$ cat src/hdl/pcce_pkg.sv
package pcce_pkg;

	localparam int REG_W     = 24;
	localparam int NUM_REGS  = 5;
	localparam int ADDR_W    = 5;
	localparam int DATA_W    = 32;
	localparam int CMD_W     = 7;
	localparam int STEER_W   = 3;
	localparam int PULSE_W   = 4;
	localparam int PHASE_W   = 4;

	localparam logic [CMD_W-1:0] INIT_CMD = 7'd100;

	localparam logic [2:0] REG_PULSE_HIGH = 3'd0;
	localparam logic [2:0] REG_GAP        = 3'd1;
	localparam logic [2:0] REG_STEER_MARK = 3'd2;
	localparam logic [2:0] REG_SPEED_MARK = 3'd3;
	localparam logic [2:0] REG_INIT       = 3'd4;

	localparam logic [REG_W-1:0] RST_PULSE_HIGH = 24'd100;
	localparam logic [REG_W-1:0] RST_GAP        = 24'd200;
	localparam logic [REG_W-1:0] RST_STEER_MARK = 24'd5000;
	localparam logic [REG_W-1:0] RST_SPEED_MARK = 24'd20000;
	localparam logic [REG_W-1:0] RST_INIT       = 24'd50000;

	localparam logic [PHASE_W-1:0] PH_IDLE    = 4'd0;
	localparam logic [PHASE_W-1:0] PH_S_HIGH  = 4'd1;
	localparam logic [PHASE_W-1:0] PH_S_GAP   = 4'd2;
	localparam logic [PHASE_W-1:0] PH_SM_HIGH = 4'd3;
	localparam logic [PHASE_W-1:0] PH_SM_GAP  = 4'd4;
	localparam logic [PHASE_W-1:0] PH_P_HIGH  = 4'd5;
	localparam logic [PHASE_W-1:0] PH_P_GAP   = 4'd6;
	localparam logic [PHASE_W-1:0] PH_PM_HIGH = 4'd7;
	localparam logic [PHASE_W-1:0] PH_PM_GAP  = 4'd8;
	localparam logic [PHASE_W-1:0] PH_INIT    = 4'd9;

	typedef struct packed {
		logic             req_type;
		logic [CMD_W-1:0] command;
	} cmd_item_t;

	typedef struct packed {
		logic pin_level;
		logic busy_res;
		logic rejected;
	} res_item_t;

	typedef struct packed {
		logic [REG_W-1:0] pulse_high_ticks;
		logic [REG_W-1:0] gap_ticks;
		logic [REG_W-1:0] steer_mark_ticks;
		logic [REG_W-1:0] speed_mark_ticks;
		logic [REG_W-1:0] init_ticks;
	} cfg_regs_t;

endpackage

$ cat src/hdl/pcce_cfg.sv
module pcce_cfg
	import pcce_pkg::*;
(
	input  logic              clk,
	input  logic              arst_n,
	input  logic              psel,
	input  logic              penable,
	input  logic              pwrite,
	input  logic [ADDR_W-1:0] paddr,
	input  logic [DATA_W-1:0] pwdata,
	output logic [DATA_W-1:0] prdata,
	output logic              pready,
	output cfg_regs_t         regs
);

	cfg_regs_t   regs_q;
	logic [2:0]  idx;

	assign idx    = paddr[4:2];
	assign pready = 1'b1;
	assign regs   = regs_q;

	always_ff @(posedge clk or negedge arst_n) begin
		if (!arst_n) begin
			regs_q.pulse_high_ticks <= RST_PULSE_HIGH;
			regs_q.gap_ticks        <= RST_GAP;
			regs_q.steer_mark_ticks <= RST_STEER_MARK;
			regs_q.speed_mark_ticks <= RST_SPEED_MARK;
			regs_q.init_ticks       <= RST_INIT;
		end else if (psel && penable && pwrite) begin
			case (idx)
				REG_PULSE_HIGH: regs_q.pulse_high_ticks <= pwdata[REG_W-1:0];
				REG_GAP:        regs_q.gap_ticks        <= pwdata[REG_W-1:0];
				REG_STEER_MARK: regs_q.steer_mark_ticks <= pwdata[REG_W-1:0];
				REG_SPEED_MARK: regs_q.speed_mark_ticks <= pwdata[REG_W-1:0];
				REG_INIT:       regs_q.init_ticks       <= pwdata[REG_W-1:0];
				default: ;
			endcase
		end
	end

	always_comb begin
		case (idx)
			REG_PULSE_HIGH: prdata = DATA_W'(regs_q.pulse_high_ticks);
			REG_GAP:        prdata = DATA_W'(regs_q.gap_ticks);
			REG_STEER_MARK: prdata = DATA_W'(regs_q.steer_mark_ticks);
			REG_SPEED_MARK: prdata = DATA_W'(regs_q.speed_mark_ticks);
			REG_INIT:       prdata = DATA_W'(regs_q.init_ticks);
			default:        prdata = '0;
		endcase
	end

endmodule

$ cat src/hdl/pcce_core.sv
module pcce_core
	import pcce_pkg::*;
#(
	parameter int COUNT_WIDTH = 24
) (
	input  logic      clk,
	input  logic      arst_n,
	input  cfg_regs_t regs,
	input  logic      cmd_valid,
	output logic      cmd_stall,
	input  cmd_item_t cmd_item,
	output logic      res_valid,
	input  logic      res_stall,
	output res_item_t res_item
);

	localparam int XW = (COUNT_WIDTH > REG_W) ? COUNT_WIDTH : REG_W;

	function automatic logic [COUNT_WIDTH-1:0] clamp_len(input logic [REG_W-1:0] raw);
		logic [XW-1:0] ext;
		logic [XW-1:0] cmax;
		begin
			ext  = XW'(raw);
			cmax = XW'({COUNT_WIDTH{1'b1}});
			if (raw == '0) ext = XW'(1);
			if (ext > cmax) ext = cmax;
			clamp_len = COUNT_WIDTH'(ext);
		end
	endfunction

	logic [PHASE_W-1:0]     phase_q, phase_n;
	logic [PULSE_W-1:0]     pulses_left_q, pulses_left_n, pulses_dec;
	logic [PULSE_W-1:0]     speed_count_q, speed_count_n;
	logic [COUNT_WIDTH-1:0] tick_count_q, tick_count_n, tick_dec, load_len;
	logic                   entered;
	logic                   rej;
	logic                   accept;
	logic                   res_valid_q;
	res_item_t              res_q, res_n;

	assign cmd_stall  = res_valid_q && res_stall;
	assign accept     = cmd_valid && !cmd_stall;
	assign res_valid  = res_valid_q;
	assign res_item   = res_q;
	assign pulses_dec = pulses_left_q - PULSE_W'(1);
	assign tick_dec   = (tick_count_q != '0) ? tick_count_q - COUNT_WIDTH'(1) : tick_count_q;

	always_comb begin
		phase_n       = phase_q;
		pulses_left_n = pulses_left_q;
		speed_count_n = speed_count_q;
		tick_count_n  = tick_count_q;
		entered       = 1'b0;
		rej           = 1'b0;
		if (cmd_item.req_type) begin
			if (phase_q != PH_IDLE) begin
				rej = 1'b1;
			end else if (cmd_item.command == INIT_CMD) begin
				phase_n = PH_INIT;
				entered = 1'b1;
			end else begin
				pulses_left_n = PULSE_W'(cmd_item.command[STEER_W-1:0]);
				speed_count_n = cmd_item.command[CMD_W-1:STEER_W];
				phase_n = (cmd_item.command[STEER_W-1:0] != '0) ? PH_S_HIGH : PH_SM_HIGH;
				entered = 1'b1;
			end
		end else if (phase_q != PH_IDLE) begin
			tick_count_n = tick_dec;
			if (tick_dec == '0) begin
				entered = 1'b1;
				case (phase_q)
					PH_S_HIGH: phase_n = PH_S_GAP;
					PH_S_GAP: begin
						pulses_left_n = pulses_dec;
						phase_n = (pulses_dec != '0) ? PH_S_HIGH : PH_SM_HIGH;
					end
					PH_SM_HIGH: phase_n = PH_SM_GAP;
					PH_SM_GAP: begin
						pulses_left_n = speed_count_q;
						phase_n = (speed_count_q != '0) ? PH_P_HIGH : PH_PM_HIGH;
					end
					PH_P_HIGH: phase_n = PH_P_GAP;
					PH_P_GAP: begin
						pulses_left_n = pulses_dec;
						phase_n = (pulses_dec != '0) ? PH_P_HIGH : PH_PM_HIGH;
					end
					PH_PM_HIGH: phase_n = PH_PM_GAP;
					default:    phase_n = PH_IDLE;
				endcase
			end
		end

		case (phase_n)
			PH_S_HIGH, PH_P_HIGH:                      load_len = clamp_len(regs.pulse_high_ticks);
			PH_S_GAP, PH_SM_GAP, PH_P_GAP, PH_PM_GAP: load_len = clamp_len(regs.gap_ticks);
			PH_SM_HIGH:                                load_len = clamp_len(regs.steer_mark_ticks);
			PH_PM_HIGH:                                load_len = clamp_len(regs.speed_mark_ticks);
			PH_INIT:                                   load_len = clamp_len(regs.init_ticks);
			default:                                   load_len = '0;
		endcase
		if (entered) tick_count_n = load_len;

		res_n.pin_level = (phase_n == PH_S_HIGH) || (phase_n == PH_SM_HIGH) ||
		                  (phase_n == PH_P_HIGH) || (phase_n == PH_PM_HIGH) ||
		                  (phase_n == PH_INIT);
		res_n.busy_res  = (phase_n != PH_IDLE);
		res_n.rejected  = rej;
	end

	always_ff @(posedge clk or negedge arst_n) begin
		if (!arst_n) begin
			phase_q       <= PH_IDLE;
			pulses_left_q <= '0;
			speed_count_q <= '0;
			tick_count_q  <= '0;
			res_valid_q   <= 1'b0;
		end else begin
			if (accept) begin
				phase_q       <= phase_n;
				pulses_left_q <= pulses_left_n;
				speed_count_q <= speed_count_n;
				tick_count_q  <= tick_count_n;
				res_valid_q   <= 1'b1;
			end else if (!res_stall) begin
				res_valid_q   <= 1'b0;
			end
		end
	end

	always_ff @(posedge clk) begin
		if (accept) res_q <= res_n;
	end

endmodule

$ cat src/hdl/pulse_count_command_encoder.sv
// Channel   Direction  Handshake              Payload
// cmd       in         cmd_valid / cmd_stall  cmd_item (req_type, command)
// res       out        res_valid / res_stall  res_item (pin_level, busy_res, rejected)
// cfg       in         APB psel / penable     paddr, pwdata, prdata
//
// One item is accepted per cycle while cmd_stall is low; its result is registered and shows the cycle after.
// The sequencer state and the result register update together when an item is accepted.
// Reset clears the sequencer to idle and loads the register defaults.
// cmd_stall is high only while a result is held under res_stall.
module pulse_count_command_encoder
	import pcce_pkg::*;
#(
	parameter int COUNT_WIDTH = 24
) (
	input  logic              clk,
	input  logic              arst_n,
	input  logic              cmd_valid,
	output logic              cmd_stall,
	input  cmd_item_t         cmd_item,
	output logic              res_valid,
	input  logic              res_stall,
	output res_item_t         res_item,
	input  logic              psel,
	input  logic              penable,
	input  logic              pwrite,
	input  logic [ADDR_W-1:0] paddr,
	input  logic [DATA_W-1:0] pwdata,
	output logic [DATA_W-1:0] prdata,
	output logic              pready
);

	cfg_regs_t regs;

	pcce_cfg u_cfg (
		.clk     (clk),
		.arst_n  (arst_n),
		.psel    (psel),
		.penable (penable),
		.pwrite  (pwrite),
		.paddr   (paddr),
		.pwdata  (pwdata),
		.prdata  (prdata),
		.pready  (pready),
		.regs    (regs)
	);

	pcce_core #(
		.COUNT_WIDTH (COUNT_WIDTH)
	) u_core (
		.clk       (clk),
		.arst_n    (arst_n),
		.regs      (regs),
		.cmd_valid (cmd_valid),
		.cmd_stall (cmd_stall),
		.cmd_item  (cmd_item),
		.res_valid (res_valid),
		.res_stall (res_stall),
		.res_item  (res_item)
	);

	a_stall_cause: assert property (@(posedge clk) disable iff (!arst_n)
		cmd_stall |-> res_valid && res_stall)
		else $error("command side stalled without a held result");

	a_accept_result: assert property (@(posedge clk) disable iff (!arst_n)
		cmd_valid && !cmd_stall |=> res_valid)
		else $error("accepted item produced no result");

	a_reject_busy: assert property (@(posedge clk) disable iff (!arst_n)
		res_valid && res_item.rejected |-> res_item.busy_res)
		else $error("rejected command while idle");

	a_pin_busy: assert property (@(posedge clk) disable iff (!arst_n)
		res_valid && res_item.pin_level |-> res_item.busy_res)
		else $error("pin high while idle");

endmodule

$ cat config.mk
export PLATFORM = sky130hd
export DESIGN_NAME = pulse_count_command_encoder
export DESIGN_NICKNAME = d
export VERILOG_FILES = /design/src/hdl/pcce_pkg.sv /design/src/hdl/pcce_cfg.sv /design/src/hdl/pcce_core.sv /design/src/hdl/pulse_count_command_encoder.sv
export SDC_FILE = /design/constraint.sdc
export NUM_CORES = 1
export LEC_CHECK = 0
export BUFFER_PORTS_ARGS = -buffer_cell sky130_fd_sc_hd__buf_4
export CAP_MARGIN = 20
export CORE_UTILIZATION = 60
export DETAILED_ROUTE_END_ITERATION = 10
export PLACE_DENSITY = 0.93
export SYNTH_ARGS = -nofsm -noshare
export SYNTH_HDL_FRONTEND = slang
export SYNTH_SLANG_ARGS = --single-unit
$ cat constraint.sdc
create_clock -name clk -period 6.96 [get_ports clk]
set_input_delay 0.696 -clock clk [delete_from_list [all_inputs] [get_ports clk]]
set_output_delay 0.696 -clock clk [all_outputs]
set_load 0.02 [all_outputs]
# [Word level (Yosys, flattened, before mapping)]
# Index checks and enable logic that the tools add are counted.
[word_totals] output_inout_bits=38 in_bits=52 word_cells=128 register_bits=160
[classes] n_bitwise=2 mux=44 n_eq_ne=25 reduce_logical=37 n_addsub=2 n_lt_le_gt_ge=5
[ops] operator="$mux 24" n=19
[ops] operator="$pmux 24 s5" n=2
[ops] operator="$logic_not 24->1" n=6
[ops] operator="$gt 24x24->1 const B" n=5
[ops] operator="$mux 4" n=10
[ops] operator="$eq 4x3->1 const B" n=8
[ops] operator="$pmux 4 s7" n=1
[ops] operator="$reduce_bool 24->1" n=1
[ops] operator="$sub 24x1->24 const B" n=1
[ops] operator="$eq 4x2->1 const B" n=4
[ops] operator="$reduce_bool 4->1" n=4
[ops] operator="$reduce_and 2->1" n=5
[ops] operator="$eq 4x1->1 const B" n=2
[ops] operator="$eq 4x4->1 const B" n=2
[ops] operator="$mux 2" n=4
[ops] operator="$pmux 4 s2" n=1
[ops] operator="$eq 7x7->1 const B" n=1
[ops] operator="$mux 1" n=7
[ops] operator="$eq 3x2->1 const B" n=2
[ops] operator="$reduce_and 6->1" n=1
[ops] operator="$reduce_bool 2->1" n=3
[ops] operator="$reduce_bool 3->1" n=2
[ops] operator="$logic_and 1x1->1" n=4
[ops] operator="$logic_or 1x1->1" n=4
[ops] operator="other kinds (12)" n=16

# [Depth between registers and ports, before layout]
[depth] word_depth=14 depth_mapped=16 depth_no_buf=12

# [Hierarchy]
# A second synthesis with hierarchy kept.
[hier_totals] cells_unflattened=948 area_unflattened_um2=10079.7
[by_module_without_submodules] module="pcce_cfg" cells_per_inst=390 area_each_um2=5630.4 instances=1 seq_area_each_um2=3030.4
[by_module_without_submodules] module="pcce_core" cells_per_inst=558 area_each_um2=4449.3 instances=1 seq_area_each_um2=1016.0

# [Worst setup path before layout]
# Ideal clock, no wire load.
[synth_path] path_kind="register to register" from="reg u_core.tick_count_q[0]" to="reg u_core.tick_count_q[16]" path_slack_ns=2.523 path_stages_with_launch=14 t_arrival_ns=4.299 path_buffers=1 t_required_ns=6.822 synth_period_minus_slack_ns=4.437 setup_ns=0.138 path_cell_list="dfrtp_1 inv_1 ha_1 or4b_1 or4_4 or4_4 a211oi_1 or3b_1 or3_1 o21ai_4 buf_6 mux2_4 a222oi_1 o211ai_1"
[synth_between] elab_chain_len=10 word_cells_on_any_way=28 cone_classes="add/sub (1); eq/ne (10); mux (11); reduce/logical (6)"
[synth_lines] element="start, declared" line="pcce_core.sv:34" text="logic [COUNT_WIDTH-1:0] tick_count_q, tick_count_n, tick_dec, load_len;"
[synth_lines] element="start signal, assigned" line="pcce_core.sv:122" text="tick_count_q <= tick_count_n;"
[synth_lines] element="$sub 24x1->24 / $reduce_bool 24->1 (equally long branches)" line="pcce_core.sv:46" text="assign tick_dec = (tick_count_q != '0) ? tick_count_q - COUNT_WIDTH'(1) : tick_count_q;"
[synth_lines] element="$mux 24 *" line="pcce_core.sv:46"
[synth_lines] element="$logic_not 24->1" line="pcce_core.sv:69" text="if (tick_dec == '0) begin"
[synth_lines] element="$mux 4" line="pcce_core.sv:69"
[synth_lines] element="$mux 4" line="pcce_core.sv:67" text="end else if (phase_q != PH_IDLE) begin"
[synth_lines] element="$mux 4" line="pcce_core.sv:55" text="if (cmd_item.req_type) begin"
[synth_lines] element="$eq 4x2->1 (tied with other cells)" line="pcce_core.sv:93" text="case (phase_n)"
[synth_lines] element="$reduce_or 4->1 / $reduce_or 2->1 (equally long branches)" line="pcce_core.sv:93"
[synth_lines] element="$pmux 24 s5" line="pcce_core.sv:93"
[synth_lines] element="$mux 24" line="pcce_core.sv:101" text="if (entered) tick_count_n = load_len;"
# Every way passes the cells marked *; elsewhere a longest branch is shown, timed or not. The select of a mux whose other input is x is not followed.
# A chain may end at the register's enable or synchronous reset.

# [Worst setup path in the final report]
[layout_path] from="reg u_core.tick_count_q[0]" to="reg u_core.tick_count_q[6]"
# Same word-level chain as after synthesis.

==> flow_metrics.py <==
metrics = {
    "run_status": {
        "outcome": "complete, no violations",
    },
    "cells_and_area": {
        "diodes": 0,
        "drive_gt1_share_pct": 33.2,
        "design_area_sq_um": 10600,
        "area_growth_pct": 13.1,
        "final_util_pct": 69.8,
        "nets": 979,
        "layoutNonFillerInstCount": 1146,
    },
    "detailed_routing": {
        "viasPerCell": 7.58,
        "ant_nets": 0,
        "wire_per_inst_microns": 26.1,
        "vias": 8687,
        "wl_microns": 29900,
        "drc": 0,
        "firstDrtPassIters": 6,
        "wl_met2_microns": 13600,
        "dr.first_iter.drc_count": 1494,
        "top_layer_used": "met4",
        "m1WireLength_microns": 10600,
        "wl_met3_microns": 3900,
    },
    "synthesis": {
        "synth_common_cells": "mux2_2 (150), dfrtp_1 (135), clkbuf_1 (58)",
        "synth_edf_count": 3,
        "synthDistinctLibCells": 75,
        "syn_inst": 885,
        "synth_area_sq_um": 9410,
        "ys_ff_latch": 160,
        "yosysSeqAreaShare_pct": 43.0,
        "async_reset_ff_share_pct": 98.1,
        "synthTopCellsByArea": "dfrtp_1 (36%), mux2_2 (18%), dfstp_2 (6.1%)",
        "synth_top_area_share_pct": 35.9,
        "synth.most_common_cell": "mux2_2",
        "postSynthAreaPerCell_sq_um": 10.6,
        "ys_warn_count": 0,
        "synthFlopType": "dfrtp_1",
        "synth_area_leader_cell": "dfrtp_1",
    },
    "sta": {
        "clock_skew_ns": 0.00959,
        "worst_slack_ns": 1.29,
        "min_period_ns": 5.67,
        "clock.fmax_ghz": 0.176,
        "slew_violations": 0,
        "setup_viol": 0,
        "rsz0062_at_grt": "false",
        "slew-limit-headroom_pct": 21.5,
        "timing_worst_slew_pin_value_ns": 1.17,
        "finalCritPeriodShare_pct": 81.5,
        "fin_tns_setup_ns": 0,
        "final-hold-violation-count": 0,
    },
    "hold_path": {
        "hp-class": "input port to asynchronous set/reset pin",
    },
    "placed_design": {
        "gp_congestion": 0.920,
        "dp_cells": 1111,
        "place_ws_ns": 1.52,
        "hpwlAfterDp_microns": 18400,
        "dpl_cell_area_sq_um": 9990,
        "port_buffers": 70,
    },
    "floorplanning": {
        "core_sq_um": 15300,
        "initial_core_util_pct": 61.7,
        "die_area_sq_um": 16200,
        "std_cell_rows": 45,
        "fp.dieH_microns": 127,
        "fp.dieW_microns": 127,
        "num_io_pins": 90,
    },
    "worst_setup_path": {
        "crit_fanout": 25,
        "crit_type": "flip-flop to flip-flop",
        "critical_path_arrival_ns": 5.94,
        "cp.required_ns": 7.23,
        "cp-end-kind": "flip-flop",
        "crit_path_start_kind": "flip-flop",
    },
    "global_routing": {
        "antenna_found_initial": 0,
        "grt_pass1_vias": 8468,
        "grt_max_degree": 91,
        "grtUsageTotal_pct": 37.6,
        "overflow": 0,
        "grt_first_pass_wirelength_microns": 46400,
    },
    "power": {
        "irDropWorstVdd_mv": 0.191,
        "cellLeakagePower_nw": 4.38,
        "powerDensity_nw_per_um2": 328,
    },
    "job": {
        "max-cap-violations": 0,
    },
    "clock_network": {
        "cts.clk_slew.worst_paths_ns": 0.06,
        "cts_inserted_buffers": 17,
        "ctsHoldBuffers": 0,
        "cts.sinks": 160,
        "htreeDepth": 4,
        "clk_latency_ns": 0.44,
        "post-cts-setup-buffer-count": 0,
        "cts_tree": "built",
        "cts.repair.resized": 0,
        "cts_root_buffer": "clkbuf_16",
        "clockBufferDepth": 2,
    },
}
## placed cells by master (no fill, tap or decap), types with 5 or more instances in the layout
cell	n
mux2_2	150
dfrtp_1	135
buf_4	80
a22oi_1	51
nor2_1	41
nor4_1	40
nand2_1	33
o21ai_0	28
o22ai_1	25
a21oi_1	23
dfstp_2	22
a222oi_1	19
nor3_1	18
clkbuf_16	17
inv_1	15
o21ai_1	13
mux2_1	13
a31oi_1	12
o211ai_1	11
conb_1	9
nand3_1	8
o21a_1	8
nand4_1	8
or3_1	7
a221oi_1	7
and2_1	6
o221ai_1	6
and3_1	6
or4_1	5
or2_2	5
a21o_1	5
a22o_1	5
mux2_4	5
ha_1	5
## worst paths after layout
| kind | from | endpoint | slack (ns) | cells past startpoint |
|---|---|---|---|---|
| setup / recovery | u_core.tick_count_q[0] | u_core.tick_count_q[6] | 1.29 | 12 |
| min in group clk | cmd_valid | u_core.res_valid | 0.47 | 2 |
| hold reg to reg | u_core.pulses_left_q[1] | u_core.pulses_left_q[1] | 0.51 | 2 |
| max in group asynchronous | arst_n | u_cfg.regs[38] | 5.35 | 3 |
| setup reg to reg | u_core.tick_count_q[0] | u_core.tick_count_q[6] | 1.29 | 12 |
| hold / removal | arst_n | u_cfg.regs[105] | 0.25 | 1 |
## report_power, final
part	internal [mW]	leakage, nW	switching [mW]
logic	0.474	2.11	0.582
registers	1.17	1.97	0.314
clock network	0.565	0.293	0.383
## worst max-delay path: stages (launching register included)
cell	delay [ns]
dfrtp_1	0.44
inv_1	0.12
ha_1	0.17
or4b_1	0.53
or4_4	0.59
or4_4	0.54
a211oi_1	0.24
or3b_1	0.41
or3_1	0.40
o21ai_4	0.90
mux2_1	0.41
a222oi_1	0.60
o21ai_1	0.14
## through the flow
| stage | hold WS [ns] | power [mW] |
|---|---|---|
| floorplan | 0.400 | 2.11 |
| global placement | 0.480 | 2.39 |
| detailed placement | 0.509 | 2.45 |
| CTS | 0.280 | 3.41 |
| global route | 0.312 | 3.61 |
| finish | 0.252 | 3.49 |
## cell type report
type	count	area [sq um]
clock buffers	23	488
clock inverters	9	105
fillers	968	4610
inverters	15	56.3
multi-input cells	644	5010
flip-flops and latches	160	4050
well taps	211	264
repair buffers	84	669
## sequential cells by signal, summed over array words and instances (netlist names)
signal,count
u_core.res_item,3
u_core.res_valid,1
u_core.phase_q,4
u_core.pulses_left_q,4
u_core.speed_count_q,4
u_core.tick_count_q,24
u_cfg.regs,120
## routing by layer
| metal | track usage, % | vias to the layer above |
|---|---|---|
| met4 | 22.9 | 0 |
| li1 | - | 3529 |
| met5 | 0 | - |
| met3 | 9.76 | 186 |
| met1 | 46.5 | 4179 |
| met2 | 59.4 | 793 |
## cell families (layout without fill, tap and decap cells)
family,count (synthesis),after routing,synth area share [%]
xor gates and xnor gates,3,3,0.279
other,2,9,0.0798
and+or+nand+nor,213,213,12.7
adders and majority gates,5,5,0.665
muxes,170,170,20.5
AOI/OAI and AO/OA,244,244,18.6
DFF,160,160,43.0
buffers and inverters,88,131,4.19
Note: power is estimated with default switching activity, not from simulation.
